### src/sv/efu_pkg.sv
// Shared types and constants for the task event flag unit.
`timescale 1ns / 1ps
`default_nettype none

package efu_pkg;

   localparam int ID_W   = 4;
   localparam int MASK_W = 32;
   localparam int CMD_W  = 3;
   localparam int STAT_W = 3;

   typedef enum logic [CMD_W-1:0] {
      CMD_DECLARE = 3'd0,
      CMD_SET     = 3'd1,
      CMD_CLEAR   = 3'd2,
      CMD_GET     = 3'd3,
      CMD_WAIT    = 3'd4
   } efu_cmd_type;

   typedef enum logic [STAT_W-1:0] {
      ST_OK        = 3'd0,
      ST_BAD_ID    = 3'd1,
      ST_BAD_STATE = 3'd2,
      ST_RESOURCE  = 3'd3,
      ST_NO_FREE   = 3'd4
   } efu_status_type;

   typedef enum logic {
      S_IDLE = 1'b0,
      S_EXEC = 1'b1
   } efu_state_type;

   typedef struct packed {
      efu_status_type     status;
      logic [MASK_W-1:0]  event_mask;
      logic               wake_target;
      logic               block_current;
   } efu_res_type;

endpackage

`default_nettype wire

### src/sv/efu_if.sv
// Request and response channel interfaces of the task event flag unit.
`timescale 1ns / 1ps
`default_nettype none

interface efu_req_if;
   logic                        valid;
   logic                        ready;
   logic [efu_pkg::CMD_W-1:0]   cmd;
   logic [efu_pkg::ID_W-1:0]    task_id;
   logic [efu_pkg::ID_W-1:0]    current_task;
   logic [efu_pkg::MASK_W-1:0]  mask;
   logic                        task_present;
   logic                        target_suspended;
   logic                        resource_held;

   modport source (output valid, cmd, task_id, current_task, mask, task_present,
                   target_suspended, resource_held, input ready);
   modport sink   (input valid, cmd, task_id, current_task, mask, task_present,
                   target_suspended, resource_held, output ready);
endinterface

interface efu_rsp_if;
   logic                        valid;
   logic                        ready;
   logic [efu_pkg::STAT_W-1:0]  status;
   logic [efu_pkg::MASK_W-1:0]  event_mask;
   logic                        wake_target;
   logic                        block_current;

   modport source (output valid, status, event_mask, wake_target, block_current,
                   input ready);
   modport sink   (input valid, status, event_mask, wake_target, block_current,
                   output ready);
endinterface

`default_nettype wire

### src/sv/efu_table.sv
// Per-task flag memory with registered read and per-entry valid bits.
`timescale 1ns / 1ps
`default_nettype none

module efu_table #(
   parameter int TASK_COUNT = 16,
   parameter int ENTRY_W    = 96,
   parameter int ADDR_W     = 4
) (
   input  wire logic               clock,
   input  wire logic               reset,
   input  wire logic               rd_en,
   input  wire logic [ADDR_W-1:0]  rd_addr,
   output logic      [ENTRY_W-1:0] rd_data,
   input  wire logic               wr_en,
   input  wire logic [ADDR_W-1:0]  wr_addr,
   input  wire logic [ENTRY_W-1:0] wr_data
);

   logic [ENTRY_W-1:0]    mem [TASK_COUNT];
   logic [TASK_COUNT-1:0] valid_ff;
   logic [TASK_COUNT-1:0] valid_in;
   logic [ENTRY_W-1:0]    rd_data_ff;
   logic                  rd_valid_ff;

   always_comb begin
      valid_in = valid_ff;
      if (wr_en) begin
         valid_in[wr_addr] = 1'b1;
      end
   end

   always_ff @(posedge clock) begin
      if (reset) begin
         valid_ff    <= '0;
         rd_valid_ff <= 1'b0;
      end else begin
         valid_ff <= valid_in;
         if (rd_en) begin
            rd_valid_ff <= valid_ff[rd_addr];
         end
      end
   end

   always_ff @(posedge clock) begin
      if (wr_en) begin
         mem[wr_addr] <= wr_data;
      end
      if (rd_en) begin
         rd_data_ff <= mem[rd_addr];
      end
   end

   // never-written entries read as all zero
   assign rd_data = rd_valid_ff ? rd_data_ff : '0;

endmodule

`default_nettype wire

### src/sv/efu_alu.sv
// Command evaluation: checks one request against its task entry, forms the update.
`timescale 1ns / 1ps
`default_nettype none

module efu_alu #(
   parameter int EVENT_BITS = 32
) (
   input  wire logic [efu_pkg::CMD_W-1:0]  cmd,
   input  wire logic                       id_ok,
   input  wire logic [efu_pkg::MASK_W-1:0] mask,
   input  wire logic                       task_present,
   input  wire logic                       target_suspended,
   input  wire logic                       resource_held,
   input  wire logic [3*EVENT_BITS-1:0]    entry_rd,
   output logic      [3*EVENT_BITS-1:0]    entry_wr,
   output logic                            wr_en,
   output efu_pkg::efu_res_type            res
);

   logic [EVENT_BITS-1:0]      decl, trig, wait_m;
   logic [EVENT_BITS-1:0]      decl_n, trig_n, wait_n;
   logic [EVENT_BITS-1:0]      free_b, lowest, m_ev;
   logic [efu_pkg::MASK_W-1:0] decl32;

   assign decl   = entry_rd[3*EVENT_BITS-1:2*EVENT_BITS];
   assign trig   = entry_rd[2*EVENT_BITS-1:EVENT_BITS];
   assign wait_m = entry_rd[EVENT_BITS-1:0];
   assign m_ev   = mask[EVENT_BITS-1:0];
   assign decl32 = efu_pkg::MASK_W'(decl);
   assign free_b = ~decl;
   // isolate the lowest free bit
   assign lowest = free_b & (~free_b + EVENT_BITS'(1));
   assign entry_wr = {decl_n, trig_n, wait_n};

   always_comb begin
      res.status        = efu_pkg::ST_OK;
      res.event_mask    = '0;
      res.wake_target   = 1'b0;
      res.block_current = 1'b0;
      wr_en  = 1'b0;
      decl_n = decl;
      trig_n = trig;
      wait_n = wait_m;
      case (cmd)
         efu_pkg::CMD_DECLARE: begin
            if (!id_ok) begin
               res.status = efu_pkg::ST_BAD_ID;
            end else if (free_b == '0) begin
               res.status = efu_pkg::ST_NO_FREE;
            end else begin
               res.event_mask = efu_pkg::MASK_W'(lowest);
               decl_n = decl | lowest;
               wr_en  = 1'b1;
            end
         end
         efu_pkg::CMD_SET: begin
            if (!id_ok || !task_present) begin
               res.status = efu_pkg::ST_BAD_ID;
            end else if ((decl32 & mask) != mask) begin
               res.status = efu_pkg::ST_BAD_ID;
            end else if (target_suspended) begin
               res.status = efu_pkg::ST_BAD_STATE;
            end else begin
               trig_n = trig | m_ev;
               wr_en  = 1'b1;
               res.wake_target = (wait_m & m_ev) != '0;
            end
         end
         efu_pkg::CMD_CLEAR: begin
            if (!id_ok) begin
               res.status = efu_pkg::ST_BAD_ID;
            end else begin
               trig_n = trig & ~m_ev;
               wait_n = wait_m & ~m_ev;
               wr_en  = 1'b1;
            end
         end
         efu_pkg::CMD_GET: begin
            if (!id_ok || !task_present) begin
               res.status = efu_pkg::ST_BAD_ID;
            end else if (target_suspended) begin
               res.status = efu_pkg::ST_BAD_STATE;
            end else begin
               res.event_mask = efu_pkg::MASK_W'(trig & wait_m);
            end
         end
         efu_pkg::CMD_WAIT: begin
            if (!id_ok) begin
               res.status = efu_pkg::ST_BAD_ID;
            end else if (resource_held) begin
               res.status = efu_pkg::ST_RESOURCE;
            end else begin
               wait_n = m_ev;
               wr_en  = 1'b1;
               res.block_current = (m_ev != '0) && ((trig & m_ev) == '0);
            end
         end
         default: begin
            res.status = efu_pkg::ST_BAD_ID;
         end
      endcase
   end

endmodule

`default_nettype wire

### src/sv/task_event_flag_unit.sv
// Top level of the task event flag unit: sequencer, request capture, result register.
//
//   port     dir   transfer holds
//   req_ch   in    cmd, task ids, event mask, task state flags
//   rsp_ch   out   status, event mask, wake and block indications
//
// The task entry is read from the flag memory in the accept cycle and is
// modified and written back when the execute step loads the result register.
// The next request is taken in the cycle after write-back, so a read always
// sees the previous update. Reset clears the per-entry valid bits at once.
// A stalled response holds its register; a finished request waits in the
// execute step only while an earlier response is still not taken.
`timescale 1ns / 1ps
`default_nettype none

module task_event_flag_unit #(
   parameter int TASK_COUNT = 16,
   parameter int EVENT_BITS = 32
) (
   input wire logic clock,
   input wire logic reset,
   efu_req_if.sink   req_ch,
   efu_rsp_if.source rsp_ch
);

   localparam int ADDR_W  = (TASK_COUNT > 1) ? $clog2(TASK_COUNT) : 1;
   localparam int ENTRY_W = 3 * EVENT_BITS;

   efu_pkg::efu_state_type state_ff, state_in;

   logic [efu_pkg::CMD_W-1:0]  cmd_ff;
   logic [efu_pkg::MASK_W-1:0] mask_ff;
   logic                       present_ff, susp_ff, res_held_ff, id_ok_ff;
   logic [ADDR_W-1:0]          addr_ff;

   logic                          accept, load;
   logic [efu_pkg::ID_W-1:0]      sel_id;
   logic [ADDR_W+efu_pkg::ID_W-1:0] sel_ext;
   logic [ADDR_W-1:0]             sel_addr;
   logic                          sel_ok;

   logic [ENTRY_W-1:0]   entry_rd, entry_wr;
   logic                 alu_wr;
   efu_pkg::efu_res_type alu_res;

   logic                 out_valid_ff, out_valid_in;
   efu_pkg::efu_res_type out_ff;

   assign accept = req_ch.valid && req_ch.ready;

   // clear and wait act on the running task, the rest on the target
   always_comb begin
      case (req_ch.cmd)
         efu_pkg::CMD_CLEAR, efu_pkg::CMD_WAIT: sel_id = req_ch.current_task;
         default:                               sel_id = req_ch.task_id;
      endcase
   end

   assign sel_ext  = {{ADDR_W{1'b0}}, sel_id};
   assign sel_addr = sel_ext[ADDR_W-1:0];
   assign sel_ok   = 32'(sel_id) < 32'(TASK_COUNT);

   always_comb begin
      state_in     = state_ff;
      req_ch.ready = 1'b0;
      load         = 1'b0;
      out_valid_in = out_valid_ff && !rsp_ch.ready;
      case (state_ff)
         efu_pkg::S_IDLE: begin
            req_ch.ready = 1'b1;
            if (req_ch.valid) begin
               state_in = efu_pkg::S_EXEC;
            end
         end
         efu_pkg::S_EXEC: begin
            // hold until the result register frees up
            if (!out_valid_ff || rsp_ch.ready) begin
               load         = 1'b1;
               out_valid_in = 1'b1;
               state_in     = efu_pkg::S_IDLE;
            end
         end
         default: begin
            state_in = efu_pkg::S_IDLE;
         end
      endcase
   end

   always_ff @(posedge clock) begin
      if (reset) begin
         state_ff     <= efu_pkg::S_IDLE;
         out_valid_ff <= 1'b0;
      end else begin
         state_ff     <= state_in;
         out_valid_ff <= out_valid_in;
      end
   end

   always_ff @(posedge clock) begin
      if (accept) begin
         cmd_ff      <= req_ch.cmd;
         mask_ff     <= req_ch.mask;
         present_ff  <= req_ch.task_present;
         susp_ff     <= req_ch.target_suspended;
         res_held_ff <= req_ch.resource_held;
         id_ok_ff    <= sel_ok;
         addr_ff     <= sel_addr;
      end
      if (load) begin
         out_ff <= alu_res;
      end
   end

   efu_table #(
      .TASK_COUNT (TASK_COUNT),
      .ENTRY_W    (ENTRY_W),
      .ADDR_W     (ADDR_W)
   ) u_table (
      .clock   (clock),
      .reset   (reset),
      .rd_en   (accept),
      .rd_addr (sel_addr),
      .rd_data (entry_rd),
      .wr_en   (load && alu_wr),
      .wr_addr (addr_ff),
      .wr_data (entry_wr)
   );

   efu_alu #(
      .EVENT_BITS (EVENT_BITS)
   ) u_alu (
      .cmd              (cmd_ff),
      .id_ok            (id_ok_ff),
      .mask             (mask_ff),
      .task_present     (present_ff),
      .target_suspended (susp_ff),
      .resource_held    (res_held_ff),
      .entry_rd         (entry_rd),
      .entry_wr         (entry_wr),
      .wr_en            (alu_wr),
      .res              (alu_res)
   );

   assign rsp_ch.valid         = out_valid_ff;
   assign rsp_ch.status        = out_ff.status;
   assign rsp_ch.event_mask    = out_ff.event_mask;
   assign rsp_ch.wake_target   = out_ff.wake_target;
   assign rsp_ch.block_current = out_ff.block_current;

   a_accept_exec: assert property (@(posedge clock) disable iff (reset)
      accept |=> state_ff == efu_pkg::S_EXEC)
      else $error("accepted request did not enter execute");

   a_rsp_from_exec: assert property (@(posedge clock) disable iff (reset)
      $rose(out_valid_ff) |-> $past(state_ff == efu_pkg::S_EXEC))
      else $error("response appeared without an executed request");

   a_wake_block_excl: assert property (@(posedge clock) disable iff (reset)
      out_valid_ff |-> !(out_ff.wake_target && out_ff.block_current))
      else $error("wake and block reported together");

   a_error_clean: assert property (@(posedge clock) disable iff (reset)
      (out_valid_ff && out_ff.status != efu_pkg::ST_OK) |->
         (out_ff.event_mask == '0 && !out_ff.wake_target && !out_ff.block_current))
      else $error("error response carries event data");

endmodule

`default_nettype wire

### src/flat_wrapper.sv
// flat-port wrapper written by rule: the top's interface ports become plain ports
module task_event_flag_unit_flat 
#(
   parameter int TASK_COUNT = 16,
   parameter int EVENT_BITS = 32
)
  (clock, reset, req_ch_valid, req_ch_cmd, req_ch_task_id, req_ch_current_task, req_ch_mask, req_ch_task_present, req_ch_target_suspended, req_ch_resource_held, req_ch_ready, rsp_ch_valid, rsp_ch_status, rsp_ch_event_mask, rsp_ch_wake_target, rsp_ch_block_current, rsp_ch_ready);
  efu_req_if req_ch_i ();
  efu_rsp_if rsp_ch_i ();
  input wire logic clock;
  input wire logic reset;
  input wire logic [$bits(req_ch_i.valid)-1:0] req_ch_valid;
  input wire logic [$bits(req_ch_i.cmd)-1:0] req_ch_cmd;
  input wire logic [$bits(req_ch_i.task_id)-1:0] req_ch_task_id;
  input wire logic [$bits(req_ch_i.current_task)-1:0] req_ch_current_task;
  input wire logic [$bits(req_ch_i.mask)-1:0] req_ch_mask;
  input wire logic [$bits(req_ch_i.task_present)-1:0] req_ch_task_present;
  input wire logic [$bits(req_ch_i.target_suspended)-1:0] req_ch_target_suspended;
  input wire logic [$bits(req_ch_i.resource_held)-1:0] req_ch_resource_held;
  output wire logic [$bits(req_ch_i.ready)-1:0] req_ch_ready;
  output wire logic [$bits(rsp_ch_i.valid)-1:0] rsp_ch_valid;
  output wire logic [$bits(rsp_ch_i.status)-1:0] rsp_ch_status;
  output wire logic [$bits(rsp_ch_i.event_mask)-1:0] rsp_ch_event_mask;
  output wire logic [$bits(rsp_ch_i.wake_target)-1:0] rsp_ch_wake_target;
  output wire logic [$bits(rsp_ch_i.block_current)-1:0] rsp_ch_block_current;
  input wire logic [$bits(rsp_ch_i.ready)-1:0] rsp_ch_ready;
  assign req_ch_i.valid = req_ch_valid;
  assign req_ch_i.cmd = req_ch_cmd;
  assign req_ch_i.task_id = req_ch_task_id;
  assign req_ch_i.current_task = req_ch_current_task;
  assign req_ch_i.mask = req_ch_mask;
  assign req_ch_i.task_present = req_ch_task_present;
  assign req_ch_i.target_suspended = req_ch_target_suspended;
  assign req_ch_i.resource_held = req_ch_resource_held;
  assign req_ch_ready = req_ch_i.ready;
  assign rsp_ch_valid = rsp_ch_i.valid;
  assign rsp_ch_status = rsp_ch_i.status;
  assign rsp_ch_event_mask = rsp_ch_i.event_mask;
  assign rsp_ch_wake_target = rsp_ch_i.wake_target;
  assign rsp_ch_block_current = rsp_ch_i.block_current;
  assign rsp_ch_i.ready = rsp_ch_ready;
  task_event_flag_unit #(.TASK_COUNT(TASK_COUNT), .EVENT_BITS(EVENT_BITS)) u_core (.clock(clock), .reset(reset), .req_ch(req_ch_i), .rsp_ch(rsp_ch_i));
endmodule
### config.mk
export PLATFORM = sky130hd
export DESIGN_NAME = task_event_flag_unit_flat
export DESIGN_NICKNAME = d
export VERILOG_FILES = /design/src/sv/efu_pkg.sv /design/src/sv/efu_if.sv /design/src/sv/efu_table.sv /design/src/sv/efu_alu.sv /design/src/sv/task_event_flag_unit.sv /design/src/flat_wrapper.sv
export SDC_FILE = /design/constraint.sdc
export NUM_CORES = 2
export LEC_CHECK = 0
export BUFFER_PORTS_ARGS = -buffer_cell sky130_fd_sc_hd__buf_2
export CAP_MARGIN = 20
export CORE_MARGIN = 10
export CORE_UTILIZATION = 40
export DETAILED_ROUTE_END_ITERATION = 12
export SYNTH_ARGS = -nofsm -noshare
export SYNTH_HDL_FRONTEND = slang
export SYNTH_SLANG_ARGS = --single-unit
### constraint.sdc
create_clock -name clock -period 17.4 [get_ports clock]
set_input_delay 4.35 -clock clock [delete_from_list [all_inputs] [get_ports clock]]
set_output_delay 4.35 -clock clock [all_outputs]
set_load 0.01 [all_outputs]
==> impl_results.md <==
* Compound-Gate Fraction of Synth Area at 0.1131
* Most frequent cells in the layout: edfxtp_1 (1711), nand2_1 (895), and3_1 (387), a211oi_1 (386), a311oi_1 (384)
* CP Launch Type: input port
* Worst skew pair latency at roughly 820 ps
* Global-route wire length before repair at 300800 um
* Synth-to-layout area growth at 12.01%
* YS warnings at 0
* Routability cong. at approximately 0.83
* Area of the multi-input gates at 0.01589 mm^2
* Top cell by count, worst path: buf_4
* Hold Crit Start: u_core.u_table.valid_ff[0]
* Post-synthesis async set-or-reset flop share at 0
* Pwr/cell area at 116.2 mW/mm^2
* Slowest cell on the critical path: buf_4
* Worst slew pin tran at 1388 ps
* Launch point of the worst reg-to-reg path: u_core.u_table.rd_valid_ff
* Post-synth EDFFs at about 1700
* Drt wl/cell at 29.54 um
* DR vias at 44060
* Synth area leader: edfxtp_1
* Synthesized cell area at 0.06926 mm^2
* Register area at between 0.05 and 0.06 mm^2
* Row count at 152
* Post-synthesis adder-cell area fraction at 0
* Top sig layer: met5
* Layout cells sized above 1 at 0.09984
* Max-cap violations at 0
* Post-CTS Resized at 0
* Core area at 0.1719 mm^2
* Ports at 89
* Die ar. at 0.1902 mm^2
* Port Buffers at 88
* Max stage delay on crit path at roughly 840 ps
* Synth Instances at 4742
* Multiplexer share of the synthesized area at 0.0003432
* Fmax at 119.6 MHz
* Tmin final at 8364 ps
* Finish-stage setup viols at 0
* CP Capture Type: register
* Initial antenna violation count at 2
* Worst EP required at 17940 ps
* WL met2 at between 100000 and 150000 um
* Max rail drop VDD at between 100 and 150 uV
* CP Buf/Inv Count at 5
* Antenna Violating Nets Remaining at 0
* DIE HEIGHT at 436.1 um
* CTS Hold Buffers Added at 0
* DR iter-0 viols at 5499
* Period utilization at 0.4807
* CTS tree: done
* Chip width at 436.1 um
* DRT met1 WL at about 83000 um
* Syn nets at 4792
* Grt ovf at 0
* R2r setup slk at 12740 ps
* Fin util at 0.4512
* Clk slew on worst S/H paths at around 60 ps
* Fin. Hold Viols at 0
* Final Skew at 36.46 ps
* Largest cells by area after synthesis: edfxtp_1 (74%), nand2_1 (4.9%), a311oi_1 (4.9%), a211oi_1 (4.2%), and3_1 (3.5%)
* GRT Util Overall at 0.2125
* Simple-gate share of the synthesized area at 0.1124
* Setup bufs post-CTS at 0
* Filler cell count at ~15000
* CTS Buffer Depth at 3
* Max-slew violations at 0
* Hold Path Stages at 2
* Worst hold path type: register to register
* Slew headroom at 0.07458
* Vias per cell at 6.135
* Leakage at 25.66 nW
* Synth Register Bits at 1730
* WHS Endpoint: u_core.u_table.valid_ff[0]
* Clock sink total at 1730
* Post-Synth XOR/XNOR Area at 0.0004697
* Largest net degree at the start of global routing at 208
* Post-Route WL at 212200 um
* Starting Density at 0.4029
* Most common cell after layout, fill and taps aside: edfxtp_1
* Area share of the largest cell type after synthesis at 0.7418
* Register area share after synthesis at 0.7473
* CP Cell Sequence: buf_2, xor2_2, nand3_1, and2_2, inv_8, buf_4, buf_12, buf_4, a311oi_1, or4_1
* Vias in the first global route at 41504
* First-pass DRT Iterations at 8
* Reg2reg end: u_core.u_table.mem[13][24]
* Setup TNS at 0 ps
* Final nets at 4784
* DRC errors left at 0
* Crit path max fanout at 150
* Synth cell types at 64
* Detailed placement HPWL at 97810 um
* Largest family of logic cells by synthesized area: compound AO/OA/AOI/OAI gates
* Dominant synthesized flop cell: edfxtp_1
* Htree depth at 4
* Crit path DAT at 8910 ps
* DR WL met3 at 15710 um
* CTS Buf Count at 170
* R2R depth at 9
* Root Buffer: clkbuf_16
* Critical path's top delay family: buffers and inverters
* Post-synthesis average cell area at about 15 um^2
* RSZ-0062 raised after global routing: no
* Outcome: finished clean
* Kind of critical path: input port to register
[routing by layer]
metal	vias to the layer above	GRT usage
li1	18887	-
met1	22503	0.2727
met2	2176	0.3500
met3	492	0.03237
met4	2	0.1073
met5	-	0
[report_power, final]
group	internal, W	total, W	switching [W]
Sequential	0.00466	0.00476	0.0000996
Clock	0.00198	0.00356	0.00157
Combinational	0.000194	0.000702	0.000509
[synthesized netlist by cell type, types with 8 or more instances]
| cell type | count |
|---|---|
| a211oi_1 | 386 |
| a21oi_1 | 41 |
| a221oi_1 | 8 |
| a22o_1 | 41 |
| a22oi_1 | 16 |
| a311oi_1 | 384 |
| and3_1 | 387 |
| buf_1 | 12 |
| buf_2 | 166 |
| clkbuf_1 | 190 |
| dfxtp_1 | 19 |
| edfxtp_1 | 1711 |
| inv_1 | 31 |
| nand2_1 | 897 |
| nand2b_1 | 22 |
| nand3_1 | 42 |
| nand4_1 | 23 |
| nor2_1 | 18 |
| nor2b_1 | 16 |
| nor3_1 | 14 |
| nor4_1 | 33 |
| o21ai_0 | 59 |
| o22ai_1 | 17 |
| o31ai_1 | 10 |
| or4_1 | 113 |
[how the worst max path moves through the flow]
stage                        from  slack (ps)  cells past startpoint                             to
finish              req_ch_cmd[1]        9040                     10   u_core.u_table.rd_data_ff[2]
global route        req_ch_cmd[1]        8810                     10   u_core.u_table.rd_data_ff[2]
CTS                 req_ch_cmd[0]        9130                     11  u_core.u_table.rd_data_ff[74]
detailed placement  req_ch_cmd[0]        8230                     11  u_core.u_table.rd_data_ff[74]
global placement    req_ch_cmd[1]        8360                     10   u_core.u_table.rd_data_ff[2]
floorplan            rsp_ch_ready          40                      6      u_core.u_table.mem[15][0]
[worst min-delay path, stage by stage, from the launching register on]
cell	delay, ps
dfxtp_1	310
inv_1	50
o22ai_1	70
[final cells by class]
class / instances / share of cell area
Antenna cell: 4 / 0.0001290
Clock buffer: 206 / 0.05713
Clock inverter: 100 / 0.01113
Inverter: 35 / 0.001887
Multi-Input combinational cell: 2597 / 0.2048
Sequential cell: 1730 / 0.6672
Tap cell: 2310 / 0.03726
Timing Repair Buffer: 200 / 0.02048
[through the flow]
stage          std cells  instance area [um^2]  setup WS, ps  total power, W  hold slack, ps
2_1_floorplan       4742                 69260         40.93        0.005240           446.5
3_3_place_gp        6866                 72210          8362        0.005521           457.0
3_5_place_dp        6866                 72210          8229        0.005531           463.5
4_1_cts             7172                 77500          9129        0.009044           472.3
5_1_grt             7179                 77570          8806        0.009256           501.5
6_report            7182                 77580          9036        0.009018           473.4
[registers in the layout, indices dropped and copies added (netlist names), 3 cells and up]
signal	count
u_core.u_table.rd_data_ff	96
u_core.cmd_ff	3
u_core.rsp_ch.status	3
u_core.u_table.mem	1536
u_core.addr_ff	4
u_core.rsp_ch.event_mask	32
u_core.u_table.valid_ff	16
u_core.mask_ff	32
[cell families after synthesis]
| logic type | after synthesis |
|---|---|
| flip-flops | 1730 |
| AND/OR/NAND/NOR | 1594 |
| multiplexers | 2 |
| AO/OA/AOI/OAI | 999 |
| XOR/XNOR | 2 |
| buffers and inverters | 415 |
(Power assumes the default switching activity.)
